--- src/design/cbavg_pkg.sv ---
// ----------------------------------------------------------------------------
// cbavg_pkg
// Shared widths, default block sizes and inter-stage word types of the
// cascaded block averager.
// ----------------------------------------------------------------------------
`default_nettype none

package cbavg_pkg;

  // Default block sizes
  localparam int CURRENT_BLOCK_DEF = 50;
  localparam int GROUP_SIZE_DEF    = 3;
  localparam int VOLTAGE_BLOCK_DEF = 100;

  // Field widths
  localparam int SAMPLE_W = 16;
  localparam int CAVG_W   = 15;

  // Widest block sum (100 samples of 16 bits) and widest group sum
  // (three half-scaled blocks of 15 bits)
  localparam int BSUM_W = 23;
  localparam int GSUM_W = 17;

  // Word from the block accumulators to the block dividers
  typedef struct packed {
    logic              vdone;
    logic [BSUM_W-1:0] vsum;
    logic              cdone;
    logic [BSUM_W-1:0] csum;
  } acc_tok_t;

  // Word from the block dividers to the output stage
  typedef struct packed {
    logic                vdone;
    logic [SAMPLE_W-1:0] vavg;
    logic                gdone;
    logic [GSUM_W-1:0]   gsum;
  } grp_tok_t;

endpackage

`default_nettype wire

--- src/design/cbavg_divc.sv ---
// ----------------------------------------------------------------------------
// cbavg_divc
// Unsigned division by a constant: multiply by a rounded-up reciprocal and
// shift. The shift is chosen so the quotient is exact for every input value.
// ----------------------------------------------------------------------------
`default_nettype none

module cbavg_divc #(
  parameter int IN_W    = 23,
  parameter int OUT_W   = 16,
  parameter int DIVISOR = 100
) (
  input  logic [IN_W-1:0]  num_i,
  output logic [OUT_W-1:0] quo_o
);

  localparam int SHIFT  = IN_W + $clog2(DIVISOR);
  localparam int MULT_W = IN_W + 2;
  localparam int PROD_W = IN_W + MULT_W;
  localparam logic [63:0] MULT =
    ((64'd1 << SHIFT) + 64'(DIVISOR) - 64'd1) / 64'(DIVISOR);

  logic [PROD_W-1:0] prod;

  // Multiply by the reciprocal, keep the integer part
  assign prod  = PROD_W'(num_i) * PROD_W'(MULT[MULT_W-1:0]);
  assign quo_o = OUT_W'(prod >> SHIFT);

endmodule

`default_nettype wire

--- src/design/cbavg_acc.sv ---
// ----------------------------------------------------------------------------
// cbavg_acc
// Block accumulators: add each sample into its running block sum and pass
// the finished sum on when a block closes.
// ----------------------------------------------------------------------------
`default_nettype none

module cbavg_acc
  import cbavg_pkg::*;
#(
  parameter int CURRENT_BLOCK = CURRENT_BLOCK_DEF,
  parameter int VOLTAGE_BLOCK = VOLTAGE_BLOCK_DEF
) (
  input  logic                clk_i,
  input  logic                rst_ni,
  input  logic                adv_i,
  input  logic                vld_i,
  input  logic [SAMPLE_W-1:0] voltage_sample_i,
  input  logic [SAMPLE_W-1:0] current_sample_i,
  output logic                vld_o,
  output acc_tok_t            tok_o
);

  localparam int CSUM_W = $clog2(CURRENT_BLOCK * 65535 + 1);
  localparam int CCNT_W = $clog2(CURRENT_BLOCK + 1);
  localparam int VSUM_W = $clog2(VOLTAGE_BLOCK * 65535 + 1);
  localparam int VCNT_W = $clog2(VOLTAGE_BLOCK + 1);

  logic [CSUM_W-1:0] csum_q, csum_d;
  logic [CCNT_W-1:0] ccnt_q;
  logic [VSUM_W-1:0] vsum_q, vsum_d;
  logic [VCNT_W-1:0] vcnt_q;
  logic              cdone, vdone, step;
  logic              vld_q;
  acc_tok_t          tok_q;

  assign step   = adv_i & vld_i;
  assign csum_d = csum_q + CSUM_W'(current_sample_i);
  assign vsum_d = vsum_q + VSUM_W'(voltage_sample_i);
  assign cdone  = (ccnt_q == CCNT_W'(CURRENT_BLOCK - 1));
  assign vdone  = (vcnt_q == VCNT_W'(VOLTAGE_BLOCK - 1));

  // Advance the running sums, restart them when a block closes
  always_ff @(posedge clk_i or negedge rst_ni) begin
    if (!rst_ni) begin
      csum_q <= '0;
      ccnt_q <= '0;
      vsum_q <= '0;
      vcnt_q <= '0;
      vld_q  <= 1'b0;
    end else begin
      if (adv_i) begin
        vld_q <= vld_i;
      end
      if (step) begin
        if (cdone) begin
          csum_q <= '0;
          ccnt_q <= '0;
        end else begin
          csum_q <= csum_d;
          ccnt_q <= ccnt_q + CCNT_W'(1);
        end
        if (vdone) begin
          vsum_q <= '0;
          vcnt_q <= '0;
        end else begin
          vsum_q <= vsum_d;
          vcnt_q <= vcnt_q + VCNT_W'(1);
        end
      end
    end
  end

  // Hold the finished sums for the divider stage
  always_ff @(posedge clk_i) begin
    if (adv_i) begin
      tok_q.cdone <= cdone;
      tok_q.csum  <= BSUM_W'(csum_d);
      tok_q.vdone <= vdone;
      tok_q.vsum  <= BSUM_W'(vsum_d);
    end
  end

  assign vld_o = vld_q;
  assign tok_o = tok_q;

endmodule

`default_nettype wire

--- src/design/cbavg_grp.sv ---
// ----------------------------------------------------------------------------
// cbavg_grp
// Block dividers and group accumulator: scale each finished block, add the
// half-scaled current blocks into the group sum and pass it on when the
// group is complete.
// ----------------------------------------------------------------------------
`default_nettype none

module cbavg_grp
  import cbavg_pkg::*;
#(
  parameter int CURRENT_BLOCK = CURRENT_BLOCK_DEF,
  parameter int GROUP_SIZE    = GROUP_SIZE_DEF,
  parameter int VOLTAGE_BLOCK = VOLTAGE_BLOCK_DEF
) (
  input  logic     clk_i,
  input  logic     rst_ni,
  input  logic     adv_i,
  input  logic     vld_i,
  input  acc_tok_t tok_i,
  output logic     vld_o,
  output grp_tok_t tok_o
);

  localparam int GSUM_L = $clog2(GROUP_SIZE * 32767 + 1);
  localparam int GCNT_W = $clog2(GROUP_SIZE + 1);

  logic [SAMPLE_W-1:0] vavg;
  logic [CAVG_W-1:0]   half_mean;
  logic [GSUM_L-1:0]   gsum_q, gsum_d;
  logic [GCNT_W-1:0]   gcnt_q;
  logic                gdone, step;
  logic                vld_q;
  grp_tok_t            tok_q;

  cbavg_divc #(
    .IN_W    (BSUM_W),
    .OUT_W   (SAMPLE_W),
    .DIVISOR (VOLTAGE_BLOCK)
  ) u_vdiv (
    .num_i (tok_i.vsum),
    .quo_o (vavg)
  );

  cbavg_divc #(
    .IN_W    (BSUM_W),
    .OUT_W   (CAVG_W),
    .DIVISOR (2 * CURRENT_BLOCK)
  ) u_cdiv (
    .num_i (tok_i.csum),
    .quo_o (half_mean)
  );

  assign step   = adv_i & vld_i & tok_i.cdone;
  assign gsum_d = gsum_q + GSUM_L'(half_mean);
  assign gdone  = tok_i.cdone & (gcnt_q == GCNT_W'(GROUP_SIZE - 1));

  // Collect half-scaled blocks, restart when the group is complete
  always_ff @(posedge clk_i or negedge rst_ni) begin
    if (!rst_ni) begin
      gsum_q <= '0;
      gcnt_q <= '0;
      vld_q  <= 1'b0;
    end else begin
      if (adv_i) begin
        vld_q <= vld_i;
      end
      if (step) begin
        if (gdone) begin
          gsum_q <= '0;
          gcnt_q <= '0;
        end else begin
          gsum_q <= gsum_d;
          gcnt_q <= gcnt_q + GCNT_W'(1);
        end
      end
    end
  end

  // Hold the block average and group sum for the output stage
  always_ff @(posedge clk_i) begin
    if (adv_i) begin
      tok_q.vdone <= tok_i.vdone;
      tok_q.vavg  <= vavg;
      tok_q.gdone <= gdone;
      tok_q.gsum  <= GSUM_W'(gsum_d);
    end
  end

  assign vld_o = vld_q;
  assign tok_o = tok_q;

endmodule

`default_nettype wire

--- src/design/cbavg_hold.sv ---
// ----------------------------------------------------------------------------
// cbavg_hold
// Output stage: divide the group sum, update the held averages and keep the
// result word until the receiver takes it.
// ----------------------------------------------------------------------------
`default_nettype none

module cbavg_hold
  import cbavg_pkg::*;
#(
  parameter int GROUP_SIZE = GROUP_SIZE_DEF
) (
  input  logic                clk_i,
  input  logic                rst_ni,
  input  logic                adv_i,
  input  logic                vld_i,
  input  grp_tok_t            tok_i,
  output logic                vld_o,
  output logic [SAMPLE_W-1:0] voltage_average_o,
  output logic                voltage_updated_o,
  output logic [CAVG_W-1:0]   current_average_o,
  output logic                current_updated_o
);

  logic [CAVG_W-1:0]   cavg;
  logic [SAMPLE_W-1:0] held_v_q;
  logic [CAVG_W-1:0]   held_c_q;
  logic                vupd_q, cupd_q, vld_q;

  cbavg_divc #(
    .IN_W    (GSUM_W),
    .OUT_W   (CAVG_W),
    .DIVISOR (GROUP_SIZE)
  ) u_gdiv (
    .num_i (tok_i.gsum),
    .quo_o (cavg)
  );

  // Update held values per voltage block and current group, else drop flags
  always_ff @(posedge clk_i or negedge rst_ni) begin
    if (!rst_ni) begin
      vld_q    <= 1'b0;
      held_v_q <= '0;
      held_c_q <= '0;
      vupd_q   <= 1'b0;
      cupd_q   <= 1'b0;
    end else if (adv_i) begin
      vld_q <= vld_i;
      if (vld_i) begin
        vupd_q <= tok_i.vdone;
        cupd_q <= tok_i.gdone;
        if (tok_i.vdone) begin
          held_v_q <= tok_i.vavg;
        end
        if (tok_i.gdone) begin
          held_c_q <= cavg;
        end
      end
    end
  end

  assign vld_o             = vld_q;
  assign voltage_average_o = held_v_q;
  assign voltage_updated_o = vupd_q;
  assign current_average_o = held_c_q;
  assign current_updated_o = cupd_q;

endmodule

`default_nettype wire

--- src/design/cascaded_block_average_vi.sv ---
// ----------------------------------------------------------------------------
// cascaded_block_average_vi
// Cascaded boxcar averager for one voltage and one current ADC channel.
// ----------------------------------------------------------------------------
// Usage:
//   The slave stream carries one ADC scan per word: the voltage and current
//   codes. The master stream returns one word per scan with the held voltage
//   block average, the held current average (mean of GROUP_SIZE blocks, each
//   half its block mean) and two flags in tuser that mark the scans which
//   closed a voltage block or a current group.
//   Pipeline: three register stages (block accumulators, block dividers with
//   the group accumulator, group divider with the held values); a scan
//   passes through them in that order before its result is valid.
//   Throughput: one scan per cycle while no result is stalled; the running
//   sums and constant-reciprocal dividers take a word whenever adv is high.
//   Stall: all stages advance together; while a result waits on the master
//   side, s_axis_tready_o is low and every stage holds its word.
//   Reset: sums, counts and held averages clear to zero, no word is valid.
//   Before the first completed block the averages read zero.
// ----------------------------------------------------------------------------
`default_nettype none

module cascaded_block_average_vi
  import cbavg_pkg::*;
#(
  parameter int CURRENT_BLOCK = CURRENT_BLOCK_DEF,
  parameter int GROUP_SIZE    = GROUP_SIZE_DEF,
  parameter int VOLTAGE_BLOCK = VOLTAGE_BLOCK_DEF
) (
  input  logic        clk_i,
  input  logic        rst_ni,
  input  logic        s_axis_tvalid_i,
  output logic        s_axis_tready_o,
  // [15:0] voltage_sample, [31:16] current_sample
  input  logic [31:0] s_axis_tdata_i,
  output logic        m_axis_tvalid_o,
  input  logic        m_axis_tready_i,
  // [15:0] voltage_average, [30:16] current_average, [31] zero
  output logic [31:0] m_axis_tdata_o,
  // [0] voltage_updated, [1] current_updated
  output logic [1:0]  m_axis_tuser_o
);

  logic                adv;
  logic                acc_vld, grp_vld, out_vld;
  acc_tok_t            acc_tok;
  grp_tok_t            grp_tok;
  logic [SAMPLE_W-1:0] vavg;
  logic [CAVG_W-1:0]   cavg;
  logic                vupd, cupd;

  // Advance the whole pipe unless a result is stalled
  assign adv             = ~out_vld | m_axis_tready_i;
  assign s_axis_tready_o = adv;

  cbavg_acc #(
    .CURRENT_BLOCK (CURRENT_BLOCK),
    .VOLTAGE_BLOCK (VOLTAGE_BLOCK)
  ) u_acc (
    .clk_i            (clk_i),
    .rst_ni           (rst_ni),
    .adv_i            (adv),
    .vld_i            (s_axis_tvalid_i),
    .voltage_sample_i (s_axis_tdata_i[15:0]),
    .current_sample_i (s_axis_tdata_i[31:16]),
    .vld_o            (acc_vld),
    .tok_o            (acc_tok)
  );

  cbavg_grp #(
    .CURRENT_BLOCK (CURRENT_BLOCK),
    .GROUP_SIZE    (GROUP_SIZE),
    .VOLTAGE_BLOCK (VOLTAGE_BLOCK)
  ) u_grp (
    .clk_i  (clk_i),
    .rst_ni (rst_ni),
    .adv_i  (adv),
    .vld_i  (acc_vld),
    .tok_i  (acc_tok),
    .vld_o  (grp_vld),
    .tok_o  (grp_tok)
  );

  cbavg_hold #(
    .GROUP_SIZE (GROUP_SIZE)
  ) u_hold (
    .clk_i             (clk_i),
    .rst_ni            (rst_ni),
    .adv_i             (adv),
    .vld_i             (grp_vld),
    .tok_i             (grp_tok),
    .vld_o             (out_vld),
    .voltage_average_o (vavg),
    .voltage_updated_o (vupd),
    .current_average_o (cavg),
    .current_updated_o (cupd)
  );

  // Pack the result word
  assign m_axis_tvalid_o = out_vld;
  assign m_axis_tdata_o  = {1'b0, cavg, vavg};
  assign m_axis_tuser_o  = {cupd, vupd};

endmodule

`default_nettype wire

--- config.mk ---
export PLATFORM = sky130hd
export DESIGN_NAME = cascaded_block_average_vi
export DESIGN_NICKNAME = d
export VERILOG_FILES = /design/src/design/cbavg_pkg.sv /design/src/design/cbavg_divc.sv /design/src/design/cbavg_acc.sv /design/src/design/cbavg_grp.sv /design/src/design/cbavg_hold.sv /design/src/design/cascaded_block_average_vi.sv
export SDC_FILE = /design/constraint.sdc
export NUM_CORES = 2
export LEC_CHECK = 0
export BUFFER_PORTS_ARGS = -buffer_cell sky130_fd_sc_hd__buf_4
export CAP_MARGIN = 10
export CORE_MARGIN = 2
export CORE_UTILIZATION = 30
export DETAILED_ROUTE_END_ITERATION = 8
export PLACE_DENSITY = 0.42
export SLEW_MARGIN = 20
export SYNTH_ARGS = -nofsm -noshare
export SYNTH_HDL_FRONTEND = slang
export SYNTH_HIERARCHICAL = 1
export SYNTH_SLANG_ARGS = --single-unit
--- constraint.sdc ---
create_clock -name clk_i -period 10.79 [get_ports clk_i]
set_clock_uncertainty 0.15 [all_clocks]
set_input_delay 1.079 -clock clk_i [delete_from_list [all_inputs] [get_ports clk_i]]
set_output_delay 1.079 -clock clk_i [all_outputs]
set_load 0.03 [all_outputs]
==> out/metrics.cfg <==
[clock_tree]
cts_tree=built
htreeDepth=4
post-cts-setup-buffers=0
root_buffer=clkbuf_16
clkSinkCount=195
clock_tree.buffer_depth=2
ctsResizeCount=0
clk_latency_ns=0.49
cts_buffers=17
cts_hold_buf=0
cts.clk_slew.worst_paths_ns=0.09

[final_layout]
area_growth_pct=8.71
drive_gt1_frac=0.0682
nNetsFinal=4275
n_antenna_cell=0

[grt]
grt_pass1_wl_um=134000
grt_pass1_vias=22800
grt_max_degree=76
antenna_found_initial=0
overflow=0
grt_use_total=0.158

[sta]
finalSetupViolCount=0
drv_slew=0
layout_min_cycle_time_ns=8.49
finalHoldViolations=0
fin_tns_setup_ns=0
fmax_ghz=0.118
rsz0062_at_grt=false
slew_headroom=0.405
fin_crit_sh=0.787
tightest_slew_ns=0.891

[setup_path]
cpPeakStageDelay_ns=0.60
endpoint_kind=register
r2r_cells=29
worstPathArrival_ns=8.58
critPathRequiredTime_ns=10.88
reg2reg_setup_slack_ns=2.30
path_class=register to register
startpoint_type=register
cp_slowest_cell=fa_1
crit_fanout=6

[detailed_routing]
drt_pass1_iterations=5
vias=20600
drt_iter0_drc=897
postRouteAntennaNets=0
routed_wl_um=83200
viasPerCell=4.53
routedWlPerCell_um=18.3
drc=0

[placement]
post-dp-hpwl_um=72300
io_buffers=70
place.gp.congestion=0.830

[synth]
ys_seq_area_frac=0.164
synthCells=3057
syn_area_per_cell_um2=10.5
synth_edf_count=82
yosysTopAreaCellShare=0.293
syn_area_um2=32200
syn_nets=4206
ys_top_cells_by_count=794 x inv_1, 641 x ha_1, 472 x fa_1, 113 x dfrtp_1, 101 x a21oi_1
post-synth-top-count-cell=inv_1
synth_ff_type=dfrtp_1
synthArstFlopShare=0.579
ys_types=102
synth_area_leader_cell=fa_1
yosysWarningCount=6
ys_ff_latch=195
synth.area.top_cells=fa_1 29%, ha_1 25%, inv_1 9.2%, dfrtp_1 8.8%, edfxtp_1 7.6%

[die]
die_w_um=332
row_count=120
dieArea_um2=110000
core_area_um2=107000
ios=72
die_h_um=332
start_util=0.302

[outcome]
status=finished, final reports clean

[min_path]
hp-class=register to register
hold_depth=0

[job]
maxCapViolCount=0

-- placed cells by master, fill, tap and decap left out, types with 62 or more instances in the layout --
master / netlist / layout
a21oi_1: 101 / 101
buf_4: 4 / 79
dfrtp_1: 113 / 113
edfxtp_1: 82 / 82
fa_1: 472 / 472
ha_1: 641 / 641
inv_1: 794 / 794
nand2_1: 97 / 97
o21ai_0: 62 / 62
xnor2_1: 75 / 75
-- worst paths after layout --
check	startpoint	to
max reg2reg	u_acc/tok_o[14]$_DFFE_PP_	u_grp/tok_o[16]$_DFFE_PP_
min in group asynchronous	rst_ni	u_hold/current_average_o[0]$_DFFE_PN0P_
min	u_acc/tok_o[47]$_DFFE_PP_	u_grp/tok_o[34]$_DFFE_PP_
max in group asynchronous	rst_ni	u_acc/csum_q[19]$_DFFE_PN0P_
min reg2reg	u_acc/tok_o[47]$_DFFE_PP_	u_grp/tok_o[34]$_DFFE_PP_
max	u_acc/tok_o[14]$_DFFE_PP_	u_grp/tok_o[16]$_DFFE_PP_
-- state kept, by name (all words and copies together), names as in the netlist --
name                      count
u_grp/tok_o                  35
u_grp/vld_o                   1
u_grp/gsum_q                 17
u_hold/voltage_average_o     16
u_acc/vcnt_q                  7
u_hold/current_updated_o      1
u_acc/tok_o                  47
u_acc/vld_o                   1
u_acc/ccnt_q                  6
u_hold/vld_o                  1
u_hold/voltage_updated_o      1
u_hold/current_average_o     15
u_grp/gcnt_q                  2
u_acc/csum_q                 22
u_acc/vsum_q                 23
-- per-layer routing --
metal,vias up,GRT usage,share of wire
met2,196,0.261,0.46
met5,-,0,0
met4,0,0.0275,0.012
met1,10200,0.222,0.50
li1,10100,-,-
met3,42,0.0224,0.030
-- layout make-up --
| cell class | count | area (um2) |
|---|---|---|
| inverter | 794 | 2980 |
| timing repair buffer | 80 | 604 |
| tap | 1403 | 1760 |
| clock buffer | 17 | 425 |
| fill | 11100 | 71900 |
| clock inverter | 15 | 181 |
| multi-input combinational | 2038 | 23800 |
| sequential | 195 | 5290 |
-- worst max-delay path: cells and delay by family, from the launching register on --
kind / cells / cell delay [ns]
flip-flops: 1 / 0.53
XOR/XNOR: 2 / 0.36
buffers and inverters: 6 / 0.43
adder cells (fa/ha/maj): 9 / 4.15
AO/OA/AOI/OAI: 7 / 1.97
AND/OR/NAND/NOR: 5 / 0.62
-- cell families (layout without fill, tap and decap cells) --
family                   count (synthesis)  after routing  synth area share
adder cells (fa/ha/maj)               1113           1113             0.542
buffers and inverters                  824            906            0.0976
AO/OA/AOI/OAI                          438            438            0.0971
AND/OR/NAND/NOR                        342            342            0.0555
flip-flops                             195            195             0.164
XOR/XNOR                               111            111            0.0304
multiplexers                            32             32            0.0133
other                                    2              2          0.000233
-- stage by stage --
stage               worst slack [ns]  hold WS, ns  instance area (um2)  cells   util
floorplan                       2.94        0.250                32200   3057      -
global placement                2.37        0.260                34400   4510  0.322
detailed placement              2.17        0.285                34400   4510  0.322
CTS                             2.19        0.323                35100   4542  0.328
global route                    1.72        0.331                35100   4542  0.328
finish                          2.30        0.312                35100   4542  0.328
Power is left out: the tool's default activity adds up to more than one toggle a clock period on the data nets, which glitch-free logic cannot reach.
